`src/sat_pkg.sv`:
```
// Shared constants, types and address helper for the summed-area table engine.
package sat_pkg;

  // Largest table the memory holds
  localparam int MAX_ROWS = 64;
  localparam int MAX_COLS = 64;
  localparam int TBL_DEPTH = MAX_ROWS * MAX_COLS;
  localparam int ADDR_W = (TBL_DEPTH > 1) ? $clog2(TBL_DEPTH) : 1;

  // Field widths
  localparam int DIM_W = 7;
  localparam int ELEM_W = 32;
  localparam int SUM_W = 48;
  localparam int STAT_W = 2;
  localparam int CFG_IDX_W = 1;

  typedef enum logic [CFG_IDX_W-1:0] {
    REG_ROWS = 1'b0,
    REG_COLS = 1'b1
  } reg_idx_t;

  typedef enum logic [STAT_W-1:0] {
    ST_OK         = 2'd0,
    ST_BAD_RECT   = 2'd1,
    ST_INCOMPLETE = 2'd2
  } status_t;

  // Accumulator operation for the inclusion-exclusion sequence
  typedef enum logic [1:0] {
    ACC_NONE   = 2'd0,
    ACC_LOAD   = 2'd1,
    ACC_SUB    = 2'd2,
    ACC_FINISH = 2'd3
  } acc_op_t;

  // Commands from the controller to the datapath
  typedef struct packed {
    logic              rs_add;      // add the incoming element to the row sum
    logic              rs_restart;  // row sum starts from zero for this add
    logic              rs_clear;    // zero the row sum
    logic              wr_en;       // write a table entry
    logic [ADDR_W-1:0] wr_addr;
    logic [ADDR_W-1:0] rd_addr;
    logic              term_zero;   // read data of last cycle counts as zero
    acc_op_t           acc_op;
    logic              emit_err;    // send an error result
    status_t           err_status;
  } sat_cmd_t;

  // Linear address of the 1-based entry (row1, col1)
  function automatic logic [ADDR_W-1:0] sat_addr(input logic [DIM_W-1:0] row1,
                                                 input logic [DIM_W-1:0] col1);
    logic [DIM_W-1:0] r0;
    logic [DIM_W-1:0] c0;
    int               lin;
    r0  = row1 - DIM_W'(1);
    c0  = col1 - DIM_W'(1);
    lin = int'(r0) * MAX_COLS + int'(c0);
    return ADDR_W'(lin);
  endfunction

  // Clamp a written dimension into 1..max
  function automatic logic [DIM_W-1:0] clamp_dim(input logic [DIM_W-1:0] v,
                                                 input int maxv);
    logic [DIM_W-1:0] res;
    res = v;
    if (v == '0) begin
      res = DIM_W'(1);
    end else if (int'(v) > maxv) begin
      res = DIM_W'(maxv);
    end
    return res;
  endfunction

endpackage

```
`src/sat_ctrl.sv`:
```
// Controller: state machine, load counters, configuration and query corners.
module sat_ctrl (
  input  logic                        clk,
  input  logic                        rst_n,
  input  logic                        start,
  output logic                        busy,
  input  logic                        in_action,
  input  logic [sat_pkg::DIM_W-1:0]   in_top_row,
  input  logic [sat_pkg::DIM_W-1:0]   in_left_col,
  input  logic [sat_pkg::DIM_W-1:0]   in_bottom_row,
  input  logic [sat_pkg::DIM_W-1:0]   in_right_col,
  input  logic                        cfg_we,
  input  logic [sat_pkg::CFG_IDX_W-1:0] cfg_index,
  input  logic [sat_pkg::DIM_W-1:0]   cfg_wdata,
  output sat_pkg::sat_cmd_t           cmd
);
  import sat_pkg::*;

  typedef enum logic [5:0] {
    S_IDLE = 6'b000001,
    S_LDWR = 6'b000010,
    S_QB   = 6'b000100,
    S_QC   = 6'b001000,
    S_QD   = 6'b010000,
    S_QE   = 6'b100000
  } state_t;

  state_t           state_r, state_nxt;
  logic [DIM_W-1:0] rows_r, rows_nxt;
  logic [DIM_W-1:0] cols_r, cols_nxt;
  logic [DIM_W-1:0] load_row_r, load_row_nxt;
  logic [DIM_W-1:0] load_col_r, load_col_nxt;
  logic             complete_r, complete_nxt;
  logic             tz_r, tz_nxt;
  logic [DIM_W-1:0] top_r, left_r, bot_r, right_r;
  logic             accept;
  logic             bad_rect;
  logic [DIM_W-1:0] row_eff, col_eff;
  logic [DIM_W-1:0] col_inc, row_inc;
  logic [DIM_W-1:0] top_m1, left_m1;

  assign accept  = start && (state_r == S_IDLE);
  assign busy    = (state_r != S_IDLE);
  assign row_eff = complete_r ? '0 : load_row_r;
  assign col_eff = complete_r ? '0 : load_col_r;
  assign col_inc = load_col_r + DIM_W'(1);
  assign row_inc = load_row_r + DIM_W'(1);
  assign top_m1  = top_r - DIM_W'(1);
  assign left_m1 = left_r - DIM_W'(1);

  assign bad_rect = (in_top_row == '0) || (in_left_col == '0) ||
                    (in_top_row > in_bottom_row) || (in_left_col > in_right_col) ||
                    (in_bottom_row > rows_r) || (in_right_col > cols_r);

  // Sequence loads and queries
  always_comb begin
    state_nxt    = state_r;
    rows_nxt     = rows_r;
    cols_nxt     = cols_r;
    load_row_nxt = load_row_r;
    load_col_nxt = load_col_r;
    complete_nxt = complete_r;
    tz_nxt       = tz_r;

    cmd            = '0;
    cmd.acc_op     = ACC_NONE;
    cmd.err_status = ST_OK;
    cmd.term_zero  = tz_r;

    unique case (state_r)
      S_IDLE: begin
        if (accept) begin
          if (!in_action) begin
            // Load: add element, fetch the entry above
            cmd.rs_add     = 1'b1;
            cmd.rs_restart = complete_r;
            cmd.rd_addr    = sat_addr(row_eff, col_eff + DIM_W'(1));
            tz_nxt         = (row_eff == '0);
            load_row_nxt   = row_eff;
            load_col_nxt   = col_eff;
            complete_nxt   = 1'b0;
            state_nxt      = S_LDWR;
          end else if (!complete_r) begin
            cmd.emit_err   = 1'b1;
            cmd.err_status = ST_INCOMPLETE;
          end else if (bad_rect) begin
            cmd.emit_err   = 1'b1;
            cmd.err_status = ST_BAD_RECT;
          end else begin
            // Query: fetch the bottom-right corner first
            cmd.rd_addr = sat_addr(in_bottom_row, in_right_col);
            tz_nxt      = 1'b0;
            state_nxt   = S_QB;
          end
        end
      end
      S_LDWR: begin
        cmd.wr_en   = 1'b1;
        cmd.wr_addr = sat_addr(row_inc, col_inc);
        if (col_inc >= cols_r) begin
          load_col_nxt = '0;
          cmd.rs_clear = 1'b1;
          if (row_inc >= rows_r) begin
            load_row_nxt = '0;
            complete_nxt = 1'b1;
          end else begin
            load_row_nxt = row_inc;
          end
        end else begin
          load_col_nxt = col_inc;
        end
        state_nxt = S_IDLE;
      end
      S_QB: begin
        cmd.acc_op  = ACC_LOAD;
        cmd.rd_addr = sat_addr(top_m1, right_r);
        tz_nxt      = (top_m1 == '0);
        state_nxt   = S_QC;
      end
      S_QC: begin
        cmd.acc_op  = ACC_SUB;
        cmd.rd_addr = sat_addr(bot_r, left_m1);
        tz_nxt      = (left_m1 == '0);
        state_nxt   = S_QD;
      end
      S_QD: begin
        cmd.acc_op  = ACC_SUB;
        cmd.rd_addr = sat_addr(top_m1, left_m1);
        tz_nxt      = (top_m1 == '0) || (left_m1 == '0);
        state_nxt   = S_QE;
      end
      S_QE: begin
        cmd.acc_op = ACC_FINISH;
        state_nxt  = S_IDLE;
      end
      default: state_nxt = S_IDLE;
    endcase

    // Configuration write restarts loading
    if (cfg_we) begin
      unique case (reg_idx_t'(cfg_index))
        REG_ROWS: rows_nxt = clamp_dim(cfg_wdata, MAX_ROWS);
        REG_COLS: cols_nxt = clamp_dim(cfg_wdata, MAX_COLS);
        default:  rows_nxt = rows_r;
      endcase
      load_row_nxt = '0;
      load_col_nxt = '0;
      complete_nxt = 1'b0;
      cmd.rs_clear = 1'b1;
    end
  end

  always_ff @(posedge clk) begin
    if (!rst_n) begin
      state_r    <= S_IDLE;
      rows_r     <= clamp_dim(DIM_W'(64), MAX_ROWS);
      cols_r     <= clamp_dim(DIM_W'(64), MAX_COLS);
      load_row_r <= '0;
      load_col_r <= '0;
      complete_r <= 1'b0;
      tz_r       <= 1'b0;
    end else begin
      state_r    <= state_nxt;
      rows_r     <= rows_nxt;
      cols_r     <= cols_nxt;
      load_row_r <= load_row_nxt;
      load_col_r <= load_col_nxt;
      complete_r <= complete_nxt;
      tz_r       <= tz_nxt;
    end
  end

  // Hold the query corners
  always_ff @(posedge clk) begin
    if (accept) begin
      top_r   <= in_top_row;
      left_r  <= in_left_col;
      bot_r   <= in_bottom_row;
      right_r <= in_right_col;
    end
  end

endmodule

```
`config.mk`:
```
export PLATFORM = sky130hd
export DESIGN_NAME = sat_ctrl
export DESIGN_NICKNAME = d
export VERILOG_FILES = /design/src/sat_pkg.sv /design/src/sat_ctrl.sv
export SDC_FILE = /design/constraint.sdc
export NUM_CORES = 1
export LEC_CHECK = 0
export BUFFER_PORTS_ARGS = -buffer_cell sky130_fd_sc_hd__clkbuf_2
export CAP_MARGIN = 40
export CORE_ASPECT_RATIO = 1.1
export CORE_MARGIN = 4
export CORE_UTILIZATION = 25
export DETAILED_ROUTE_END_ITERATION = 6
export GPL_TIMING_DRIVEN = 0
export SKIP_LAST_GASP = 1
export SYNTH_ARGS = -nofsm -noshare
export SYNTH_HDL_FRONTEND = slang
export SYNTH_SLANG_ARGS = --single-unit
```
`constraint.sdc`:
```
create_clock -name clk -period 3 [get_ports clk]
set_input_delay 0.3 -clock clk [delete_from_list [all_inputs] [get_ports clk]]
set_output_delay 0.3 -clock clk [all_outputs]
set_load 0.02 [all_outputs]
```
# Yosys cells after proc, flatten, opt, wreduce, memory -nomap -nowiden
# Cells that the tools add are included.
# word_totals
elab_cells,123
n_memories,0
latch_bits,0
ff_bits,63
inputBits,41
rom_bits,0
mem_bits_rw,0
output_inout_bits,35
# op_classes
n_eq_ne,13
n_bitwise,2
n_div,0
n_shift,0
mux,45
n_reduce_logical,24
order_cmp,7
mul,0
add_sub_neg,21
# ops
cell,count
7-bit 2-to-1 mux,11
12-bit by 7-bit adder with 12-bit output,6
7-bit by 1-bit subtractor with 7-bit output (second input constant),7
12-bit 2-to-1 mux,4
12-bit case mux with 4 select lines,1
7-bit logical NOT,6
6-bit by 1-bit subtractor with 6-bit output (second input constant),5
7-bit > comparator,4
7-bit case mux with 2 select lines,2
6-bit 2-to-1 mux,4
6-bit case mux with 4 select lines,1
7-bit by 1-bit adder with 7-bit output (second input constant),3
3-bit 2-to-1 mux,5
7-bit greater-or-equal comparator,2
14-bit 2-to-1 mux,1
1-bit 2-to-1 mux,10
2-bit inequality test (second input constant),4
4-bit AND reduction,2
7-bit > comparator (second input constant),1
6-bit by 1-bit == test with 1-bit output (second input constant),1
6-bit by 2-bit == test with 1-bit output (second input constant),1
6-bit by 3-bit == test with 1-bit output (second input constant),1
6-bit by 4-bit == test with 1-bit output (second input constant),1
6-bit by 5-bit == test with 1-bit output (second input constant),1
16 further kinds,28

# Depth between registers and ports, before layout
# depth
word_depth,11
ltp_mapped,14
mapped_depth_nobuf,14

# Least setup slack after synthesis
# OpenSTA, ideal clock, no wires.
# synth_path
path_kind,register to output
from,reg left_r[0]
to,out cmd[14] in the netlist's numbering
setup_slack_ns,-0.243
t_arrival_ns,2.943
required_ns,2.700
n_path_buf,1
path_stages_with_launch,15
cell_sequence,edfxtp_1 > clkbuf_1 > inv_1 > ha_1 > or2_2 > o31ai_1 > o21ai_0 > nor2_1 > nand3_1 > xor2_1 > ha_1 > ha_1 > xor2_1 > a222oi_1 > o21ai_0
# synth_rtl
item,line_no,rtl
"start, declared",sat_ctrl.sv:35,"logic [DIM_W-1:0] top_r, left_r, bot_r, right_r;"
"start signal, assigned",sat_ctrl.sv:177,left_r <= in_left_col;
"end, declared",sat_ctrl.sv:15,output sat_pkg::sat_cmd_t cmd

==> results.tsv <==
metric	value	unit
clock skew	9.22	ps
Num CTS Buffers	9	
Critical Path AT	3290	ps
clk sink count	63	
Slew headroom	61.4	%
Comb pwr share	24.3	%
top cell type's share of synthesized area	14.6	%
HP Class	in -> reg	
placed cell areas	0.00633	mm2
global route overflow	0	
initial antenna violation count	0	
CTS tree	yes	
Post-Synth XOR/XNOR Area	12.1	%
max cap viols	0	
Post-Synth Adder-Cell Area	14.6	%
most used routing layer	met2	
most frequent cells in the layout	63 x nor2_1, 60 x clkbuf_2, 54 x ha_1	
minimum clock period	3590	ps
first-pass iteration count of the detailed router	6	
mux contribution to synthesized area	0.361	%
Sw Ratio	30.0	%
DR DRC count	0	
DPL Wire Length	13.1	mm
worst slew pin tran	579	ps
Core ar.	0.0216	mm2
Die Ht	164	um
drt total wl	17.6	mm
Via Count	5350	
Fill cells	2237	
critical setup path kind	reg -> out	
IO Count	76	
P_sw	0.749	mW
CTS Buffer Depth	2	
asr flop ratio synth	0	%
starting density of the core	25.7	%
flops & latches, synth	63	
Final Cell Area	0.00766	mm2
Synth Area in Compound Gates	15.8	%
Worst setup EP type	primary output	
ANT cells	0	
fmax	0.278	GHz
site row count	56	
CTS root buffer	clkbuf_16	
crit share post-route	120	%
width of the die	150	um
Starting DRT DRC Count	493	
Clock Pin Slew Worst Setup and Hold Paths	50	ps
top cells by area, synth	ha_1 15%, edfxtp_1 15%, dfxtp_1 13%	
status	finished with violations	
cell count after synthesis	662	
GPL Wtd Cong	0.888	
Data required, critical path	2700	ps
Post-Syn Nets	768	
most common cell after layout, fill and taps aside	nor2_1	
grt met3 use	2.26	%
most area-hungry cell type in the Yosys netlist	ha_1	
worst-path maximum fanout	2	
largest net degree at the start of global routing	17	
first-pass GRT wire length	27.4	mm
Max VDD drop	0.263	mV
LEAKAGE	3.17	nW
routed len/inst	16.1	um
Post-synth EDFFs	27	
overall power	2.50	mW
Syn Area/Cell	8.39	um2
routed vias/inst	4.88	
Netlist cell types	69	
post-synthesis sequential area ratio	27.6	%
CP startpoint kind	register	
Total GRT Usage	14.1	%
final setup margin	-593	ps
share of layout cells above drive strength 1	32.9	%
Clk pwr share	36.9	%
vias in the first global route	5214	
NumNets Final	908	
Cell Int Power	1.75	mW
final hold viol count	0	
Die ar.	0.0247	mm2
failing checks	negative setup slack	
Post-Syn Area	0.00555	mm2
final setup fails	10	
Synth Warn #	0	
largest family of logic cells by synthesized area	simple AND/OR/NAND/NOR gates	
GRT met1 Usage	17.6	%
Final ANT Viol Nets	0	
IO Port Bufs	75	
Main synth FF type	dfxtp_1	
pre-CTS setup slack	-566	ps
Area growth, synth to finish	38.1	%
post-synthesis simple-gate area fraction	24.1	%
pwr/cell area	326	mW/mm2
worst skew pair latency	330	ps
fin. max-slew vios	0	
GR Util met2	23.9	%
RSZ-0062 raised after global routing	yes	
Seq pwr share	38.8	%
H-Tree Depth	3	
==> through the flow <==
step | std cells | utilization [%] | TNS [ps] | hold WS [ps]
2_1_floorplan | 662 | - | 0 | 372
3_3_place_gp | 1027 | 29.2 | -5480 | 457
3_5_place_dp | 1029 | 29.3 | -4330 | 463
4_1_cts | 1080 | 33.5 | -4200 | 172
5_1_grt | 1096 | 35.5 | -4770 | 175
6_report | 1096 | 35.5 | -3450 | 177
==> worst paths after layout <==
kind	startpoint	endpoint	slack (ps)	cells after the start
max	left_r[0]	cmd[15]	-590	15
min	in_left_col[4]	left_r[4]	180	1
max reg2reg	left_r[0]	tz_r	-520	23
min reg2reg	cols_r[6]	cols_r[6]	480	2
==> cell type report <==
| cell class | count | area (um2) | share of cell area (%) |
|---|---|---|---|
| Buffer | 21 | 120 | 1.57 |
| Multi-Input combinational cell | 527 | 4240 | 55.3 |
| Timing Repair Buffer | 130 | 940 | 12.3 |
| Inverter | 50 | 199 | 2.60 |
| Clock inverter | 5 | 26.3 | 0.343 |
| Tap cell | 290 | 363 | 4.73 |
| Clock buffer | 10 | 229 | 2.99 |
| Sequential cell | 63 | 1550 | 20.3 |
==> routing by layer <==
| metal | up-vias | share of wire (%) | wire length, um |
|---|---|---|---|
| li1 | 2655 | - | - |
| met1 | 2513 | 43 | 7540 |
| met2 | 151 | 49 | 8700 |
| met3 | 31 | 4.2 | 739 |
| met4 | 0 | 3.7 | 646 |
| met5 | - | 0 | 0 |
==> power by group through the flow <==
| stage | clock [mW] | combinational (mW) | sequential [mW] |
|---|---|---|---|
| finish | 0.922 | 0.608 | 0.968 |
| detailed placement | 0 | 0.472 | 0.987 |
| floorplan | 0 | 0.321 | 0.977 |
| CTS | 0.927 | 0.551 | 0.967 |
| global route | 0.972 | 0.669 | 0.973 |
| global placement | 0 | 0.462 | 0.987 |
==> cell usage after synthesis (3+ instances only) <==
master	number
xnor2_1	44
a32o_1	5
dfxtp_1	36
edfxtp_1	27
o211ai_1	3
xor2_1	27
nand2b_1	15
and2_1	7
nand2_1	39
clkbuf_1	10
nand3b_1	12
or3_1	3
nor3_2	3
buf_2	9
o22ai_1	4
a222oi_1	8
nor2b_1	11
and3_1	4
nor4_1	5
a21o_1	5
nor3_1	23
ha_1	65
nor3b_1	13
o21ai_0	26
nand3_1	26
a21oi_1	39
o21ai_1	5
nand4b_1	3
inv_1	48
a22oi_1	8
a211oi_1	5
nor2_1	70
nand4_1	7
==> repair_timing <==
action / in CTS / in global routing
endpoints found under the setup margin: 25 / 24
cloned: 1 / 0
resized for setup: 85 / 85
pin swaps: 29 / 33
setup buffers: 36 / 18
hold buffers: 0 / 0
==> state kept, by name (all words and copies together), names as in the netlist <==
signal	cells
load_row_r	7
right_r	7
top_r	7
complete_r	1
tz_r	1
state_r	6
bot_r	6
load_col_r	7
cols_r	7
rows_r	7
left_r	7
==> worst max-delay path: stages (launching register included) <==
cell and delay (ps):
edfxtp_1 380, clkbuf_8 160, inv_4 30, ha_4 150
or2_4 240, o31ai_4 170, o21ai_2 100, nor2_2 130
nand3_2 100, xor2_2 200, ha_4 190, o21ai_4 70
xor2_1 170, a222oi_1 520, o21ai_1 140, buf_4 190
==> cell families after synthesis <==
group | after synthesis
adders and majority gates | 65
and+or+nand+nor | 255
xor gates and xnor gates | 74
AOI/OAI and AO/OA | 131
DFF | 63
buffers and inverters | 72
muxes | 2
(Power assumes the default switching activity.)
